File: config.mk
export PLATFORM = sky130hd
export DESIGN_NAME = cv3_lane
export DESIGN_NICKNAME = d
export VERILOG_FILES = /design/src/hdl/cv3_pkg.sv /design/src/hdl/cv3_lane.sv
export SDC_FILE = /design/constraint.sdc
export NUM_CORES = 2
export LEC_CHECK = 0
export BUFFER_PORTS_ARGS = -buffer_cell sky130_fd_sc_hd__buf_4
export CORE_MARGIN = 1.5
export CORE_UTILIZATION = 55
export CTS_CLUSTER_SIZE = 12
export DETAILED_ROUTE_END_ITERATION = 7
export MAX_ROUTING_LAYER = met4
export PLACE_DENSITY_LB_ADDON = 0.08
export SETUP_SLACK_MARGIN = 0.5
export SLEW_MARGIN = 10
export SYNTH_ARGS = -nofsm -noshare
export SYNTH_HDL_FRONTEND = slang
export SYNTH_SLANG_ARGS = --single-unit
File: constraint.sdc
create_clock -name i_clk -period 13.6 [get_ports i_clk]
set_clock_uncertainty 0.2 [all_clocks]
set_input_delay 2.72 -clock i_clk [delete_from_list [all_inputs] [get_ports i_clk]]
set_output_delay 2.72 -clock i_clk [all_outputs]
set_load 0.05 [all_outputs]
File: src/hdl/cv3_pkg.sv
`default_nettype none

package cv3_pkg;

    // sizes
    localparam int DEF_MAX_WIDTH = 1024;
    localparam int NUM_CH        = 3;
    localparam int CH_W          = 8;
    localparam int PX_W          = NUM_CH * CH_W;
    localparam int KDIM          = 3;
    localparam int COEF_W        = 13;
    localparam int KROW_W        = KDIM * COEF_W;
    localparam int WIDTH_REG_W   = 11;
    localparam int HEIGHT_W      = 16;
    localparam int CFG_IDX_W     = 3;
    localparam int CFG_DATA_W    = KROW_W;
    localparam int PROD_W        = COEF_W + CH_W + 1;
    localparam int ROW_SUM_W     = PROD_W + 1;
    localparam int SUM_W         = 25;

    // configuration register indexes
    typedef enum logic [CFG_IDX_W-1:0] {
        CFG_IMAGE_WIDTH   = 3'd0,
        CFG_IMAGE_HEIGHT  = 3'd1,
        CFG_KERNEL_TOP    = 3'd2,
        CFG_KERNEL_MIDDLE = 3'd3,
        CFG_KERNEL_BOTTOM = 3'd4
    } t_cfg_idx;

    // packed rgb pixel, red in the low byte
    typedef logic [PX_W-1:0] t_pixel;
    typedef t_pixel   [KDIM-1:0] t_win_row;
    typedef t_win_row [KDIM-1:0] t_window;

    typedef logic signed [ROW_SUM_W-1:0] t_row_sum;
    typedef t_row_sum [NUM_CH-1:0] t_lane_sums;

    // window item handed from the front end to the lanes
    typedef struct packed {
        logic    valid;
        logic    frame_end;
        t_window win;
    } t_win_item;

    // load enables for the lane registers
    typedef struct packed {
        logic p_ld;
        logic s_ld;
    } t_lane_ctl;

endpackage

`default_nettype wire

File: src/hdl/cv3_lane.sv
`default_nettype none

module cv3_lane import cv3_pkg::*; (
    input  wire logic              i_clk,
    input  wire t_lane_ctl         i_ctl,
    input  wire logic [KROW_W-1:0] i_krow,
    input  wire t_win_row          i_row,
    output t_lane_sums             o_sums
);

    logic signed [PROD_W-1:0]    r_prod [NUM_CH][KDIM];
    logic signed [PROD_W-1:0]    n_prod [NUM_CH][KDIM];
    logic signed [ROW_SUM_W-1:0] r_sum  [NUM_CH];
    logic signed [ROW_SUM_W-1:0] n_sum  [NUM_CH];

    // coefficient times sample, one product per channel and column
    always_comb begin
        for (int ch = 0; ch < NUM_CH; ch++) begin
            for (int j = 0; j < KDIM; j++) begin
                n_prod[ch][j] = PROD_W'($signed(i_krow[j*COEF_W +: COEF_W]))
                              * PROD_W'($signed({1'b0, i_row[j][ch*CH_W +: CH_W]}));
            end
        end
    end

    // row sum per channel
    always_comb begin
        for (int ch = 0; ch < NUM_CH; ch++) begin
            n_sum[ch] = ROW_SUM_W'(r_prod[ch][0]) + ROW_SUM_W'(r_prod[ch][1])
                      + ROW_SUM_W'(r_prod[ch][2]);
        end
    end

    always_ff @(posedge i_clk) begin
        if (i_ctl.p_ld) begin
            r_prod <= n_prod;
        end
        if (i_ctl.s_ld) begin
            r_sum <= n_sum;
        end
    end

    always_comb begin
        for (int ch = 0; ch < NUM_CH; ch++) begin
            o_sums[ch] = r_sum[ch];
        end
    end

endmodule

`default_nettype wire

Word level (Yosys, flattened, before mapping)
Index checks and enable logic that the tools add are counted.
{ "totals": {"reg_bits": 267, "word_cells": 27, "out_inout_bits": 69, "in_bits": 114} }
{ "classes": {"mul": 9, "addsub": 6} }
{ "op_table": {"columns": ["cell", "count"], "rows": [
  ["$mul A13 B9 Y22", 9],
  ["$add A22 B22 Y23", 3],
  ["$add A23 B22 Y23", 3]
]} }

Logic depth before layout (Yosys ltp)
{ "depth": {"depth_word": 2, "mapped_depth": 20, "ltp_nobuf": 19} }

Worst setup path before layout
No wires, ideal clock.
{ "synth_timing": {"path_kind": "input-to-reg", "from": "in i_row[16] (netlist bit)", "to": "reg r_prod[64] (netlist bit) (data pin)", "stages": 17, "n_path_buf": 1, "path_slack_ps": 6107, "setup_time_ps": 137, "arrival_ps": 7156, "required_ps": 13263, "cell_sequence": "clkbuf_1 > nand2_1 > fa_1 > fa_1 > inv_1 > fa_1 > inv_1 > fa_1 > inv_1 > ha_1 > inv_1 > o21bai_1 > a211o_1 > or3_1 > o22a_1 > or4_1 > nand4_1"} }
{ "synth_rtl": {"columns": ["item", "line_no", "text"], "rows": [
  ["start: declaration", "cv3_lane.sv:7", "input wire t_win_row i_row,"],
  ["end signal: assignment", "cv3_lane.sv:36", "r_prod <= n_prod;"],
  ["end: declaration", "cv3_lane.sv:11", "logic signed [PROD_W-1:0] r_prod [NUM_CH][KDIM];"]
]} }

==> results by group <==
Yosys
  – Asr flop ratio synth: 0%
  – Ys Warns: 0
  – Post-synth EDFFs: 267
  – Flops & latches, synth: approximately 270
  – Distinct cells, synth: a little under 70
  – Commonest register cell after synthesis: edfxtp_1
  – Post-synthesis sequential area ratio: about 17%
  – Post-synthesis net count: 6408
  – Mean post-synth cell area: roughly 9.4 µm²
  – Mapped Area: around 47000 µm²
  – Post-Synthesis Cells: 5010

CTS
  – CTS buffer count: 35
  – Hold_buf cts: 0
  – Clk Latency, worst-skew pair: between 0.5 and 0.6 ns
  – Clock-pin slew on the worst setup and hold paths: around 0.06 ns
  – TritonCTS clock tree: yes
  – H-tree depth: 2
  – Post-CTS Resized: 0
  – Post-CTS setup repair buffer count: 0
  – Clock sinks: around 270
  – CTS Buffer Depth: 3
  – Root Buffer: clkbuf_16

Detailed routing
  – Pre-Repair DR Iteration Count: 6
  – Drt via density: 5.173
  – Post-route ant nets: 0
  – Via count: 32300
  – DRT iter0 DRCs: 1639
  – Drt wl/cell: between 15 and 20 µm
  – Routed wire length: about 110000 µm
  – Post-route DRC: 0

Worst setup path
  – WP data required: 13.69 ns
  – Crit path from: i_krow[10]
  – Reg2reg start: r_prod[133]
  – Worst setup SP type: primary input
  – CP Max Fanout: 24
  – Setup CP Type: in -> reg
  – R2R cell count: 12
  – Crit path DAT: roughly 7.4 ns
  – Flop2flop setup slack: approximately 10 ns
  – Setup crit end kind: flip-flop
  – Worst Setup EP: r_prod[65]
  – Worst r2r dst: o_sums[19]

Timing
  – Actual slew at the worst max-slew pin: about 1.0 ns
  – Max-slew headroom: between 30 and 40%
  – Final setup violation count: 0
  – Part of the cycle the worst path needs: between 50% and 60%
  – Final Worst Setup Slack: 6.305 ns
  – Hold Slack: approximately 0.56 ns
  – RSZ-0062 raised after global routing: false
  – Max Slew Vio Count: 0
  – Fin. Hold Viols: 0
  – Maximum clock rate: between 0.1 and 0.15 GHz
  – Setup TNS: 0 ns
  – Period minus WS final: ~7.3 ns

Finish
  – Fillers: ~7500
  – Register Area: roughly 8000 µm²
  – Final nets: 6472
  – Multi-input gate area: approximately 34000 µm²
  – Share of cells above drive strength 1: between 5 and 6%
  – Area grow syn2layout: 7.068%

Floorplan
  – Die span in y: roughly 300 µm
  – Site row count: 107
  – # IOs: 183
  – Core Footprint: roughly 85000 µm²
  – DIE WIDTH: slightly below 300 µm
  – Initial core utilization: 55.55%
  – DIE AREA: 87770 µm²

GRT
  – Number of global-route vias before repair: 33510
  – Largest net degree at the start of global routing: slightly below 80
  – Grt total ovfl: 0
  – Total track usage: between 20% and 30%
  – Global-route wire length before repair: 176800 µm
  – Initial antenna violation count: 4

Flow run
  – Max-cap violations: 0

Pwr
  – Peak supply drop: between 0.00015 and 0.0002 V
  – Leakage power: ~26 nW
  – Power per cell area: roughly 260 nW/µm²

Run status
  – Status: complete, no violations

Placement
  – Detailed placer's ending HPWL: 88150 µm
  – Post-placement worst setup slack: roughly 5.7 ns
  – # port buffers: approximately 180
  – Final GP Congestion: approximately 0.88

Hold path
  – Worst hold-check path type: reg -> reg
[worst max-delay path, stage by stage]
cell and delay, ns:
buf_4 0.26, nand2_1 0.13, fa_1 0.55, inv_1 0.05
fa_1 0.48, fa_1 0.54, inv_1 0.05, fa_1 0.53
inv_1 0.06, ha_1 0.34, a21oi_1 0.33, o211ai_1 0.17
a21oi_1 0.36, a21oi_1 0.18, a311o_1 0.38, a21oi_1 0.17
xnor2_1 0.08
[metal layers]
metal  track usage, %  share of wire [%]  up-vias
met2            43.31                 48      655
li1                 -                  -    15330
met1            34.84                 43    16190
met4            7.168                2.8        0
met3            4.519                5.9      128
met5                -                  0        -
[final cells by class]
| type | instances | share of cell area [%] |
|---|---|---|
| tap | 1144 | 2.826 |
| multi-input combinational | 3286 | 66.77 |
| timing repair buffer | 186 | 2.769 |
| sequential | 267 | 15.83 |
| inverter | 1298 | 9.620 |
| clock inverter | 20 | 0.3632 |
| clock buffer | 40 | 1.808 |
| antenna | 3 | 0.01482 |
[logic make-up (layout without fill, tap and decap cells)]
logic type,Yosys count,count (layout),share of synthesized area (%)
flops,267,267,16.95
other cells,0,3,0
compound gates,485,485,6.716
buf+inv,1457,1544,11.56
xor+xnor,222,222,4.110
simple gates,1290,1290,13.50
fa+ha+maj,1284,1284,47.06
mux,5,5,0.1058
[flip-flops by register name (all words and copies together) (netlist names)]
signal and flops:
r_prod 198, o_sums 69
[Yosys cell counts (all sizes together) (19+ instances only)]
master  count  area, µm²
xor2       46      402.9
xnor2     176       1541
nor3       39      195.2
edfxtp    267       8018
o21a       21      157.7
and2      458       2865
a21o       82      615.6
o21bai     26      195.2
nand2     550       2064
nor2b      31      193.9
inv      1298       4872
nand3      32      160.2
o21ai      73      372.9
ha        459       5743
nor2      103      386.6
a21oi     156      784.5
clkbuf    157      589.3
a31oi      19      118.9
fa        825      16520
[metrics by stage]
step	std cells	util (%)	instance area, µm²	total power (W)
after floorplan	5010	-	47300	0.009778
after global placement	6181	58.18	49540	0.01232
after detailed placement	6181	58.18	49540	0.01242
after CTS	6241	59.47	50640	0.01345
after global routing	6244	59.48	50650	0.01477
final	6244	59.48	50650	0.01336
[report_power, final]
part / leakage (nW) / total (W) / internal (W) / switching [W]
Combinational: 22.7 / 0.0102 / 0.00423 / 0.00597
Sequential: 2.61 / 0.00224 / 0.00191 / 0.000331
Clock: 0.540 / 0.000912 / 0.000526 / 0.000386
[worst min path at each step]
| stage | startpoint | end | cells after the start |
|---|---|---|---|
| 2_1_floorplan | r_prod[177] | o_sums[1] | 2 |
| 3_3_place_gp | r_prod[111] | o_sums[24] | 2 |
| 3_5_place_dp | r_prod[111] | o_sums[24] | 2 |
| 5_1_grt | r_prod[111] | o_sums[24] | 2 |
| 6_report | r_prod[111] | o_sums[24] | 2 |
| 4_1_cts | r_prod[111] | o_sums[24] | 2 |
[layout by cell type (no fill, tap or decap), drive strengths merged, types with 4 or more instances in the layout]
cell type | netlist | final
nor4 | 8 | 8
a21boi | 15 | 15
xnor2 | 176 | 176
edfxtp | 267 | 267
nand2 | 550 | 550
a31oi | 19 | 19
o211ai | 11 | 11
and4 | 6 | 6
mux2i | 5 | 5
clkbuf | 157 | 41
nor3 | 39 | 39
a211o | 10 | 10
nand2b | 18 | 18
a31o | 6 | 6
buf | 2 | 185
nor2 | 103 | 103
xor2 | 46 | 46
o31ai | 4 | 4
a21oi | 156 | 156
clkinv | 0 | 12
nand3 | 32 | 32
ha | 459 | 459
and2 | 458 | 458
o21bai | 26 | 26
o311ai | 8 | 8
a221oi | 6 | 6
a311o | 5 | 5
fa | 825 | 825
nand4 | 13 | 13
nor2b | 31 | 31
o21ai | 73 | 73
a211oi | 13 | 13
a21o | 82 | 82
inv | 1298 | 1302
and3 | 16 | 16
o21a | 21 | 21
Note: power is estimated with default switching activity, not from simulation.
