===== src/hdl/cv3_pkg.sv =====
`default_nettype none

package cv3_pkg;

    // sizes
    localparam int DEF_MAX_WIDTH = 1024;
    localparam int NUM_CH        = 3;
    localparam int CH_W          = 8;
    localparam int PX_W          = NUM_CH * CH_W;
    localparam int KDIM          = 3;
    localparam int COEF_W        = 13;
    localparam int KROW_W        = KDIM * COEF_W;
    localparam int WIDTH_REG_W   = 11;
    localparam int HEIGHT_W      = 16;
    localparam int CFG_IDX_W     = 3;
    localparam int CFG_DATA_W    = KROW_W;
    localparam int PROD_W        = COEF_W + CH_W + 1;
    localparam int ROW_SUM_W     = PROD_W + 1;
    localparam int SUM_W         = 25;

    // configuration register indexes
    typedef enum logic [CFG_IDX_W-1:0] {
        CFG_IMAGE_WIDTH   = 3'd0,
        CFG_IMAGE_HEIGHT  = 3'd1,
        CFG_KERNEL_TOP    = 3'd2,
        CFG_KERNEL_MIDDLE = 3'd3,
        CFG_KERNEL_BOTTOM = 3'd4
    } t_cfg_idx;

    // packed rgb pixel, red in the low byte
    typedef logic [PX_W-1:0] t_pixel;
    typedef t_pixel   [KDIM-1:0] t_win_row;
    typedef t_win_row [KDIM-1:0] t_window;

    typedef logic signed [ROW_SUM_W-1:0] t_row_sum;
    typedef t_row_sum [NUM_CH-1:0] t_lane_sums;

    // window item handed from the front end to the lanes
    typedef struct packed {
        logic    valid;
        logic    frame_end;
        t_window win;
    } t_win_item;

    // load enables for the lane registers
    typedef struct packed {
        logic p_ld;
        logic s_ld;
    } t_lane_ctl;

endpackage

`default_nettype wire


===== src/hdl/cv3_merge.sv =====
`default_nettype none

module cv3_merge import cv3_pkg::*; (
    input  wire logic               i_clk,
    input  wire logic               i_ld,
    input  wire t_lane_sums         i_top,
    input  wire t_lane_sums         i_mid,
    input  wire t_lane_sums         i_bot,
    input  wire logic               i_frame_end,
    output logic signed [SUM_W-1:0] o_red_sum,
    output logic signed [SUM_W-1:0] o_green_sum,
    output logic signed [SUM_W-1:0] o_blue_sum,
    output logic                    o_frame_end
);

    logic signed [SUM_W-1:0] r_sum [NUM_CH];
    logic signed [SUM_W-1:0] n_sum [NUM_CH];
    logic                    r_fe;

    // add the three kernel rows per channel
    always_comb begin
        for (int ch = 0; ch < NUM_CH; ch++) begin
            n_sum[ch] = SUM_W'($signed(i_top[ch])) + SUM_W'($signed(i_mid[ch]))
                      + SUM_W'($signed(i_bot[ch]));
        end
    end

    // output register
    always_ff @(posedge i_clk) begin
        if (i_ld) begin
            r_sum <= n_sum;
            r_fe  <= i_frame_end;
        end
    end

    assign o_red_sum   = r_sum[0];
    assign o_green_sum = r_sum[1];
    assign o_blue_sum  = r_sum[2];
    assign o_frame_end = r_fe;

endmodule

`default_nettype wire


===== config.mk =====
export PLATFORM = sky130hd
export DESIGN_NAME = cv3_merge
export DESIGN_NICKNAME = d
export VERILOG_FILES = /design/src/hdl/cv3_pkg.sv /design/src/hdl/cv3_merge.sv
export SDC_FILE = /design/constraint.sdc
export NUM_CORES = 1
export LEC_CHECK = 0
export ABC_AREA = 1
export ABC_CLOCK_PERIOD_IN_PS = 2000
export BUFFER_PORTS_ARGS = -buffer_cell sky130_fd_sc_hd__buf_2
export CAP_MARGIN = 20
export CORE_MARGIN = 4
export CORE_UTILIZATION = 30
export CTS_CLUSTER_DIAMETER = 60
export CTS_CLUSTER_SIZE = 28
export DETAILED_ROUTE_END_ITERATION = 16
export PLACE_DENSITY_LB_ADDON = 0.15
export SLEW_MARGIN = 10
export SYNTH_ARGS = -nofsm -noshare
export SYNTH_HDL_FRONTEND = slang
export SYNTH_SLANG_ARGS = --single-unit

===== constraint.sdc =====
create_clock -name i_clk -period 2 [get_ports i_clk]
set_clock_uncertainty 0.1 [all_clocks]
set_input_delay 0.1 -clock i_clk [delete_from_list [all_inputs] [get_ports i_clk]]
set_output_delay 0.1 -clock i_clk [all_outputs]
set_load 0.05 [all_outputs]

### Word level (Yosys, flattened, before mapping)

Index checks and enable logic that the tools add are counted.

| operators by class | value |
|---|---|
| $add $sub $neg | 6 |

Operator list:

| kind | count |
|---|---|
| adder 24 x 23 -> 25 bit | 3 |
| adder 23 x 23 -> 24 bit | 3 |

| storage, ports and cells | value |
|---|---|
| register bits after elaboration | 76 |
| input port bits | 210 |
| output and inout bits | 76 |
| logic and storage cells | 10 |

### Depth between registers and ports, before layout

Gate-level depths: netlist of run 1.

| depth | value |
|---|---|
| depth in word-level cells | 2 |
| gate-level depth with buffers | 13 |
| mapped depth without buffers | 13 |

### Worst setup path after synthesis of run 1

Ideal clock, no wire load.

| timing path | value |
|---|---|
| path type | in2reg |
| from | in i_top[1] (netlist bit) |
| to | reg r_sum, in the netlist o_red_sum[21], data pin |
| setup time | 253 ps |
| arrival | 1,835 ps |
| data required time | 1,647 ps |
| slack | -187 ps |
| stages | 11 |
| path buffers | 0 |
| cell sequence | fa_1 ha_1 fa_1 nand2_1 nand2_1 nand2_1 inv_1 nand3_1 nand3_1 nand2_1 nand2_1 |

RTL lines:

| item | RTL line | text |
|---|---|---|
| from (decl) | cv3_merge.sv:6 | `input wire t_lane_sums i_top,` |
| to (signal assigned) | cv3_merge.sv:31 | `r_sum <= n_sum;` |
| to (decl) | cv3_merge.sv:16 | `logic signed [SUM_W-1:0] r_sum [NUM_CH];` |

==> metrics.json, run 1 <==
{
  "grt_first_pass_wirelength_um": 43400,
  "final_layout_net_count": 1956,
  "numClockSinks": 76,
  "critical_path_peak_fanout": 4,
  "ys_seq_elements": 76,
  "preCtsSetupSlack_ns": -0.378,
  "synth_seq_area_share_pct": 25.6,
  "finalCoreUtilization_pct": 41.6,
  "cap_viol_max_count": 0,
  "routed_wl_um": 26700,
  "die_boundary_width_um": 180,
  "grt_use_total_pct": 16.4,
  "timing_worst_slew_pin_value_ns": 0.508,
  "yosys-top-cells-count": "sky130_fd_sc_hd__nand2_1 (464), sky130_fd_sc_hd__inv_1 (239), sky130_fd_sc_hd__edfxtp_1 (76), sky130_fd_sc_hd__fa_1 (72), sky130_fd_sc_hd__ha_1 (69)",
  "p_seq_share_pct": 22.6,
  "remaining_drc_errors": 0,
  "gp_congestion": 0.874,
  "maximum_vdd_ir_drop_mv": 0.355,
  "layout-drive-gt1-share_pct": 31.0,
  "rsz0062_at_grt": "false",
  "route.detailed.vias_per_inst": 4.28,
  "post_synth_instance_area_um2": 8910,
  "clk_pin_slew_ns": 0.07,
  "finalPower_uw": 11100,
  "cellLeakagePower_uw": 0.00663,
  "buffer_ports.inserted": 285,
  "synthTopCellsByArea": "sky130_fd_sc_hd__edfxtp_1 (26%), sky130_fd_sc_hd__nand2_1 (20%), sky130_fd_sc_hd__fa_1 (16%)",
  "critical_path_class": "primary input to register",
  "power_density_nw_per_um2": 915,
  "postRouteAntennaNets": 0,
  "die-area_um2": 32500,
  "critical_path.n_buffers_inverters": 2,
  "synth.net_count": 1559,
  "hpwlAfterDp_um": 23100,
  "setup_total_negative_slack_ns": 0,
  "synthDominantAreaCellType": "sky130_fd_sc_hd__edfxtp_1",
  "critical_path.most_common_cell": "sky130_fd_sc_hd__nand2_1",
  "finalSetupViolations": 0,
  "grt_antenna_before_repair": 0,
  "cts_root_buffer": "sky130_fd_sc_hd__clkbuf_16",
  "cellInternalPower_uw": 5780,
  "critPathCaptureType": "register",
  "timing.critical_path.max_delay_family": "adder cells",
  "post-route-period-util_pct": 96.0,
  "syn_area_per_cell_um2": 7.37,
  "cts-buffers-inserted": 9,
  "die_h_um": 180,
  "drtPass1Iterations": 4,
  "placedInstanceArea_um2": 11600,
  "main_synth_ff_type": "sky130_fd_sc_hd__edfxtp_1",
  "fillCellCount": 3128,
  "initial_core_util_pct": 30.7,
  "hold_violations": 0,
  "holdCritStartpoint": "i_bot[24]",
  "grt_start_max_net_pins": 77,
  "post_route_minimum_period_ns": 1.92,
  "globalRoute.totalOverflow": 0,
  "fp.coreArea_um2": 29000,
  "htreeDepth": 3,
  "final_critical_path_setup_slack_ns": 0.0802,
  "cp-start-kind": "primary input",
  "cp_slowest_cell": "sky130_fd_sc_hd__fa_1",
  "synth-edff-count": 76,
  "cts_tree": "yes",
  "antennaDiodeCount": 0,
  "max_freq_ghz": 0.521,
  "maxSlewViolCount": 0,
  "hold_path.class": "primary input to register",
  "pwr-share-clk_pct": 16.5,
  "grt_pass1_vias": 8873,
  "p_sw_share_pct": 47.7,
  "ys_async_sr_fraction_pct": 0,
  "design_area_um2": 12100,
  "max-slew-margin-rel_pct": 66.1,
  "num_rows": 62,
  "routed_wire_length_per_instance_um": 13.4,
  "crit_path_max_incr_delay_ns": 0.58,
  "ys.warnings.count": 0,
  "synthesis.instances": 1208,
  "cp_data_required_time_ns": 2.00,
  "critical_path.startpoint": "i_top[53]",
  "total_via_count_after_detailed_routing": 8534,
  "combPwrFrac_pct": 60.9,
  "path_cells": "buf_2, fa_1, ha_2, nand2_1, inv_1, nand2_1, nand2_1, nand2_1, nand2_1, nand2_1, nand3_1, nand2_1, nand2_1",
  "cp_data_arrival_time_ns": 1.92,
  "cts.path.max_buffers": 2,
  "areaGrowthSynthToFinish_pct": 35.5,
  "power_switching_uw": 5270,
  "ioPinCount": 286,
  "yosys.cell_count.top_type": "sky130_fd_sc_hd__nand2_1",
  "status": "completed",
  "detail_route.iter0.violations": 309,
  "synth_top_cell_area_share_pct": 25.6,
  "yosys.cell_types.count": 23
}
## power by group through the flow
stage / clock network (uW) / registers [uW] / logic, uW
finish: 1820 / 2500 / 6730
global route: 1940 / 2550 / 7480
CTS: 1880 / 2520 / 6740
detailed placement: 0 / 2540 / 6710
global placement: 0 / 2550 / 6690
floorplan: 0 / 4020 / 2920
## path summary, 6_finish.rpt
kind / slack (ns) / end / cells past startpoint
hold / removal: 0.14 / o_green_sum[1]$_DFFE_PP_ / 3
setup / recovery: 0.08 / o_blue_sum[21]$_DFFE_PP_ / 13
## layout by cell type (no fill, tap or decap)
| master | n |
|---|---|
| sky130_fd_sc_hd__nor3_2 | 1 |
| sky130_fd_sc_hd__clkbuf_16 | 9 |
| sky130_fd_sc_hd__nor2_2 | 9 |
| sky130_fd_sc_hd__nor3_1 | 5 |
| sky130_fd_sc_hd__or2_1 | 1 |
| sky130_fd_sc_hd__and2_1 | 1 |
| sky130_fd_sc_hd__edfxtp_1 | 76 |
| sky130_fd_sc_hd__buf_4 | 100 |
| sky130_fd_sc_hd__ha_1 | 55 |
| sky130_fd_sc_hd__ha_2 | 8 |
| sky130_fd_sc_hd__fa_2 | 4 |
| sky130_fd_sc_hd__xnor2_1 | 1 |
| sky130_fd_sc_hd__nand4_1 | 16 |
| sky130_fd_sc_hd__nand3b_1 | 4 |
| sky130_fd_sc_hd__inv_1 | 238 |
| sky130_fd_sc_hd__a21oi_2 | 5 |
| sky130_fd_sc_hd__nor2_4 | 12 |
| sky130_fd_sc_hd__a21oi_1 | 33 |
| sky130_fd_sc_hd__ha_4 | 6 |
| sky130_fd_sc_hd__bufinv_16 | 2 |
| sky130_fd_sc_hd__nand2_1 | 457 |
| sky130_fd_sc_hd__nor2_1 | 66 |
| sky130_fd_sc_hd__nand3_2 | 15 |
| sky130_fd_sc_hd__nand3_1 | 52 |
| sky130_fd_sc_hd__o21ai_2 | 1 |
| sky130_fd_sc_hd__dlygate4sd3_1 | 1 |
| sky130_fd_sc_hd__inv_2 | 7 |
| sky130_fd_sc_hd__buf_2 | 284 |
| sky130_fd_sc_hd__clkinv_1 | 2 |
| sky130_fd_sc_hd__xor2_1 | 34 |
| sky130_fd_sc_hd__nand2_2 | 31 |
| sky130_fd_sc_hd__clkinv_2 | 3 |
| sky130_fd_sc_hd__clkbuf_1 | 1 |
| sky130_fd_sc_hd__and2_4 | 1 |
| sky130_fd_sc_hd__fa_1 | 68 |
| sky130_fd_sc_hd__buf_12 | 1 |
## routing by layer
metal / wire length (um) / global-route usage, % / part of all wire [%]
met5: 0 / 0 / 0
met4: 450 / 3.90 / 1.7
met3: 1310 / 3.29 / 4.9
met2: 13200 / 29.2 / 50
met1: 11700 / 20.4 / 44
## worst min-delay path, cell delays in order
cell,delay (ns)
sky130_fd_sc_hd__buf_2,0.09
sky130_fd_sc_hd__fa_1,0.15
sky130_fd_sc_hd__ha_2,0.14
## timing repair
item / 4_1_cts / 5_1_grt
cloned: 0 / 0
resized for setup: 1 / 24
setup buffers: 0 / 1
endpoints found under the setup margin: 1 / 18
hold buffers: 1 / 0
pin swaps: 0 / 4
hold endpoints to repair: 1 / 0
## kinds of logic (layout without fill, tap and decap cells)
family                     after synthesis  after routing  synth area share, %
buffers and inverters                  246            648                 10.4
adders and majority gates              141            141                 25.9
and+or+nand+nor                        671            671                 32.4
DFF                                     76             76                 25.6
AOI/OAI and AO/OA                       39             39                 2.32
xor gates and xnor gates                35             35                 3.44
## sequential cells by signal, summed over array words and instances, names as in the netlist
register	flops
o_red_sum	25
o_frame_end	1
o_green_sum	25
o_blue_sum	25
## metrics by stage
stage | std cells | hold WS (ns)
6_report | 1994 | 0.135
3_5_place_dp | 1976 | 0.185
4_1_cts | 1993 | 0.121
2_1_floorplan | 1208 | 0.0989
5_1_grt | 1994 | 0.138
3_3_place_gp | 1976 | 0.181
## layout make-up
cell class,instances,area [um^2],area share (%)
inverter,246,923,7.65
timing repair buffer,386,2200,18.2
clock buffer,10,229,1.90
sequential,76,2280,18.9
tap,384,480,3.98
clock inverter,6,78.8,0.653
multi-input combinational,886,5880,48.7
No activity file was read; power rests on OpenSTA's default activity.
==> inputs of run 2 (changes only) <==
--- a/config.mk
+++ b/config.mk
@@ -6,7 +6,7 @@
 export NUM_CORES = 1
 export LEC_CHECK = 0
 export ABC_AREA = 1
-export ABC_CLOCK_PERIOD_IN_PS = 2000
+export ABC_CLOCK_PERIOD_IN_PS = 1570
 export BUFFER_PORTS_ARGS = -buffer_cell sky130_fd_sc_hd__buf_2
 export CAP_MARGIN = 20
 export CORE_MARGIN = 4
@@ -14,7 +14,7 @@
 export CTS_CLUSTER_DIAMETER = 60
 export CTS_CLUSTER_SIZE = 28
 export DETAILED_ROUTE_END_ITERATION = 16
-export PLACE_DENSITY_LB_ADDON = 0.15
+export PLACE_DENSITY = 0.57
 export SLEW_MARGIN = 10
 export SYNTH_ARGS = -nofsm -noshare
 export SYNTH_HDL_FRONTEND = slang
==> constraint.sdc (replaced) <==
create_clock -name i_clk -period 1.57 [get_ports i_clk]
set_clock_uncertainty 0.1 [all_clocks]
set_input_delay 0.0785 -clock i_clk [delete_from_list [all_inputs] [get_ports i_clk]]
set_output_delay 0.0785 -clock i_clk [all_outputs]
set_load 0.05 [all_outputs]
==> run 2 against run 1 <==
  * The flow now finishes with violations (negative setup slack)
  * Final cell count increased by 1.7%
  * Cell area up 24%
  * Critical path depth shrank 4
  * Core utilization increased by 9.8 points
  * Highest routed layer unchanged
  * Sequential cell count did not move
  * Sequential share of layout area down 3.6 points
  * First-iteration DRC count decreased by 11%
  * Power grew 51%
==> metrics.json, run 2 (same netlist as run 1, synthesis figures left out) <==
{
  "maximum_vdd_ir_drop": {"value": 0.540, "unit": "mV", "change": "was 0.355 mV"},
  "failed_checks": "negative setup slack",
  "detail_route.iter0.violations": {"value": 276, "change": "was 309"},
  "hold_path.class": {"value": "primary input to register", "change": "unchanged"},
  "critPathCaptureType": {"value": "register", "change": "unchanged"},
  "routed_wl": {"value": 28800, "unit": "um", "change": "was 26700 um"},
  "grt_start_max_net_pins": {"value": 35, "change": "was 77"},
  "critical_path_class": {"value": "primary input to register", "change": "unchanged"},
  "cp_data_required_time": {"value": 1.56, "unit": "ns", "change": "was 2.00 ns"},
  "final_critical_path_setup_slack": {"value": -0.352, "unit": "ns", "change": "was 0.0802 ns"},
  "finalSetupViolations": {"value": 64, "change": "was 0"},
  "cp_data_arrival_time": {"value": 1.91, "unit": "ns", "change": "was 1.92 ns"},
  "detailroute.wirelength.met3": {"value": 1420, "unit": "um", "change": "was 1310 um"},
  "fillCellCount": {"value": 2726, "change": "was 3128"},
  "timing_worst_slew_pin_value": {"value": 0.317, "unit": "ns", "change": "was 0.508 ns"},
  "route.detailed.vias_per_inst": {"value": 4.44, "change": "was 4.28"},
  "dr.max_layer_used": {"value": "met4", "change": "unchanged"},
  "globalRoute.totalOverflow": {"value": 0, "change": "unchanged"},
  "cts-buffers-inserted": {"value": 9, "change": "unchanged"},
  "total_via_count_after_detailed_routing": {"value": 9005, "change": "was 8534"},
  "areaGrowthSynthToFinish": {"value": 67.5, "unit": "%", "change": "was 35.5%"},
  "most_common_library_cell_in_the_layout_ignoring_fill_and_taps": {"value": "sky130_fd_sc_hd__nand2_1", "change": "unchanged"},
  "numClockSinks": {"value": 76, "change": "unchanged"},
  "hpwlAfterDp": {"value": 23400, "unit": "um", "change": "was 23100 um"},
  "routed_wire_length_per_instance": {"value": 14.2, "unit": "um", "change": "was 13.4 um"},
  "hold_violations": {"value": 0, "change": "unchanged"},
  "cellLeakagePower": {"value": 0.00734, "unit": "uW", "change": "was 0.00663 uW"},
  "grt_antenna_before_repair": {"value": 0, "change": "unchanged"},
  "grt_pass1_vias": {"value": 9381, "change": "was 8873"},
  "antennaDiodeCount": {"value": 0, "change": "unchanged"},
  "final_cell_mix": {"value": "sky130_fd_sc_hd__nand2_1 (293), sky130_fd_sc_hd__buf_2 (249), sky130_fd_sc_hd__inv_1 (205)", "change": "was sky130_fd_sc_hd__nand2_1 (457), sky130_fd_sc_hd__buf_2 (284), sky130_fd_sc_hd__inv_1 (238)"},
  "p_sw_share": {"value": 48.0, "unit": "%", "change": "was 47.7%"},
  "cts_root_buffer": {"value": "sky130_fd_sc_hd__clkbuf_16", "change": "unchanged"},
  "htreeDepth": {"value": 3, "change": "unchanged"},
  "post-route-period-util_pct": 122,
  "power_density": {"value": 1120, "unit": "nW/um^2", "change": "was 915 nW/um^2"},
  "clk_pin_slew": {"value": 0.07, "unit": "ns", "change": "about the same"},
  "setup_total_negative_slack": {"value": -13.07, "unit": "ns", "change": "was 0 ns"},
  "initial_core_util": {"value": 30.7, "unit": "%", "change": "unchanged"},
  "rsz0062_at_grt": {"value": "true", "change": "was false"},
  "post_route_minimum_period_ns": 1.92,
  "cp-start-kind": {"value": "primary input", "change": "unchanged"},
  "drtPass1Iterations": {"value": 4, "change": "unchanged"},
  "max_freq_ghz": 0.520,
  "power_switching": {"value": 8030, "unit": "uW", "change": "was 5270 uW"},
  "cap_viol_max_count": {"value": 0, "change": "unchanged"},
  "ioPinCount": {"value": 286, "change": "unchanged"},
  "die_h": {"value": 180, "unit": "um", "change": "unchanged"},
  "pwr-share-clk": {"value": 12.8, "unit": "%", "change": "was 16.5%"},
  "routedLengthMet1": {"value": 12600, "unit": "um", "change": "was 11700 um"},
  "finalCoreUtilization": {"value": 51.4, "unit": "%", "change": "was 41.6%"},
  "cts_tree": {"value": "yes", "change": "unchanged"},
  "num_rows": {"value": 62, "change": "unchanged"},
  "maxSlewViolCount": {"value": 0, "change": "unchanged"},
  "remaining_drc_errors": {"value": 0, "change": "unchanged"},
  "p_seq_share": {"value": 19.2, "unit": "%", "change": "was 22.6%"},
  "grt_use_total": {"value": 17.1, "unit": "%", "change": "was 16.4%"},
  "buffer_ports.inserted": {"value": 285, "change": "unchanged"},
  "combPwrFrac": {"value": 68.0, "unit": "%", "change": "was 60.9%"},
  "critical_path_peak_fanout": {"value": 3, "change": "was 4"},
  "layout-drive-gt1-share": {"value": 53.8, "unit": "%", "change": "was 31.0%"},
  "cellInternalPower": {"value": 8680, "unit": "uW", "change": "was 5780 uW"},
  "placedCellCount": {"value": 1967, "change": "was 1976"},
  "die-area": {"value": 32500, "unit": "um^2", "change": "unchanged"},
  "whs": {"value": 0.139, "unit": "ns", "change": "was 0.135 ns"},
  "postRouteAntennaNets": {"value": 0, "change": "unchanged"},
  "cts.path.max_buffers": {"value": 2, "change": "unchanged"},
  "gp_congestion": {"value": 0.868, "change": "was 0.874"},
  "final_layout_net_count": {"value": 1991, "change": "was 1956"},
  "fp.coreArea": {"value": 29000, "unit": "um^2", "change": "unchanged"},
  "status": {"value": "finished with violations", "change": "was completed"},
  "routed-wl-met2": {"value": 14400, "unit": "um", "change": "was 13200 um"},
  "finish.cell_count_without_fillers": {"value": 2028, "change": "was 1994"},
  "max-slew-margin-rel": {"value": 79.0, "unit": "%", "change": "was 66.1%"},
  "die_boundary_width": {"value": 180, "unit": "um", "change": "unchanged"},
  "grt_first_pass_wirelength": {"value": 45700, "unit": "um", "change": "was 43400 um"}
}
-- run 2: cell count changes in the layout (fill, tap and decap cells not counted), moves of 34 or more --
| cell | delta |
|---|---|
| sky130_fd_sc_hd__nand2_2 | +97 |
| sky130_fd_sc_hd__ha_1 | -55 |
| sky130_fd_sc_hd__nand2_1 | -164 |
| sky130_fd_sc_hd__buf_6 | +63 |
| sky130_fd_sc_hd__nand2_4 | +59 |
| sky130_fd_sc_hd__nor2_1 | -34 |
| sky130_fd_sc_hd__ha_4 | +62 |
| sky130_fd_sc_hd__buf_2 | -35 |
-- run 2: through the flow --
| stage | total power, uW | setup WS (ns) | cell area, um^2 |
|---|---|---|---|
| after detailed placement | 12600 | -0.689 | 12500 |
| after global routing | 17900 | -0.434 | 14900 |
| final | 16700 | -0.352 | 14900 |
| after CTS | 15700 | -0.295 | 13800 |
| after floorplan | 9760 | -0.456 | 9900 |
| after global placement | 12600 | -0.664 | 12500 |
-- run 2: critical path, cell delays in order --
cell and delay (ns):
sky130_fd_sc_hd__buf_6 0.09, sky130_fd_sc_hd__fa_1 0.51, sky130_fd_sc_hd__ha_2 0.23, sky130_fd_sc_hd__fa_2 0.42
sky130_fd_sc_hd__buf_6 0.15, sky130_fd_sc_hd__nand2_4 0.06, sky130_fd_sc_hd__nand3_4 0.10, sky130_fd_sc_hd__buf_6 0.14
sky130_fd_sc_hd__xor2_1 0.13
-- run 2: power by group through the flow --
stage	sequential (uW)	combinational, uW	clock, uW
finish	3200	11400	2140
global route	3250	12300	2290
CTS	3220	10300	2210
detailed placement	3250	9390	0
global placement	3260	9320	0
floorplan	5120	4650	0
-- run 2: layout make-up --
cell class                      count  area [um^2]  share of cell area, %
Clock buffer                       10          229                   1.53
Clock inverter                      5         53.8                  0.361
Inverter                          246          933                   6.26
Multi-Input combinational cell    886         8120                   54.4
Sequential cell                    76         2280                   15.3
Tap cell                          384          480                   3.22
Timing Repair Buffer              421         2820                   18.9
-- run 2: path summary, 6_finish.rpt --
check | startpoint | end | slack (ns) | cells after the start
worst min-delay path | i_bot[46] | o_blue_sum[0]$_DFFE_PP_ | 0.14 | 4
worst max-delay path | i_top[24] | o_green_sum[7]$_DFFE_PP_ | -0.35 | 9
-- run 2: metal layers --
metal  vias to the layer above  global-route usage, %
li1                       4566                      -
met1                      4185                   22.0
met2                       227                   30.3
met3                        27                   2.66
met4                         0                   3.81
met5                         -                      0
-- run 2: repair_timing --
action,in CTS,in global routing
pin swaps,140,199
cloned,0,0
gates resized for setup,202,239
setup buffers,21,31
endpoints found under the setup margin,61,65
endpoints found under the hold margin,9,0
hold buffers,2,0
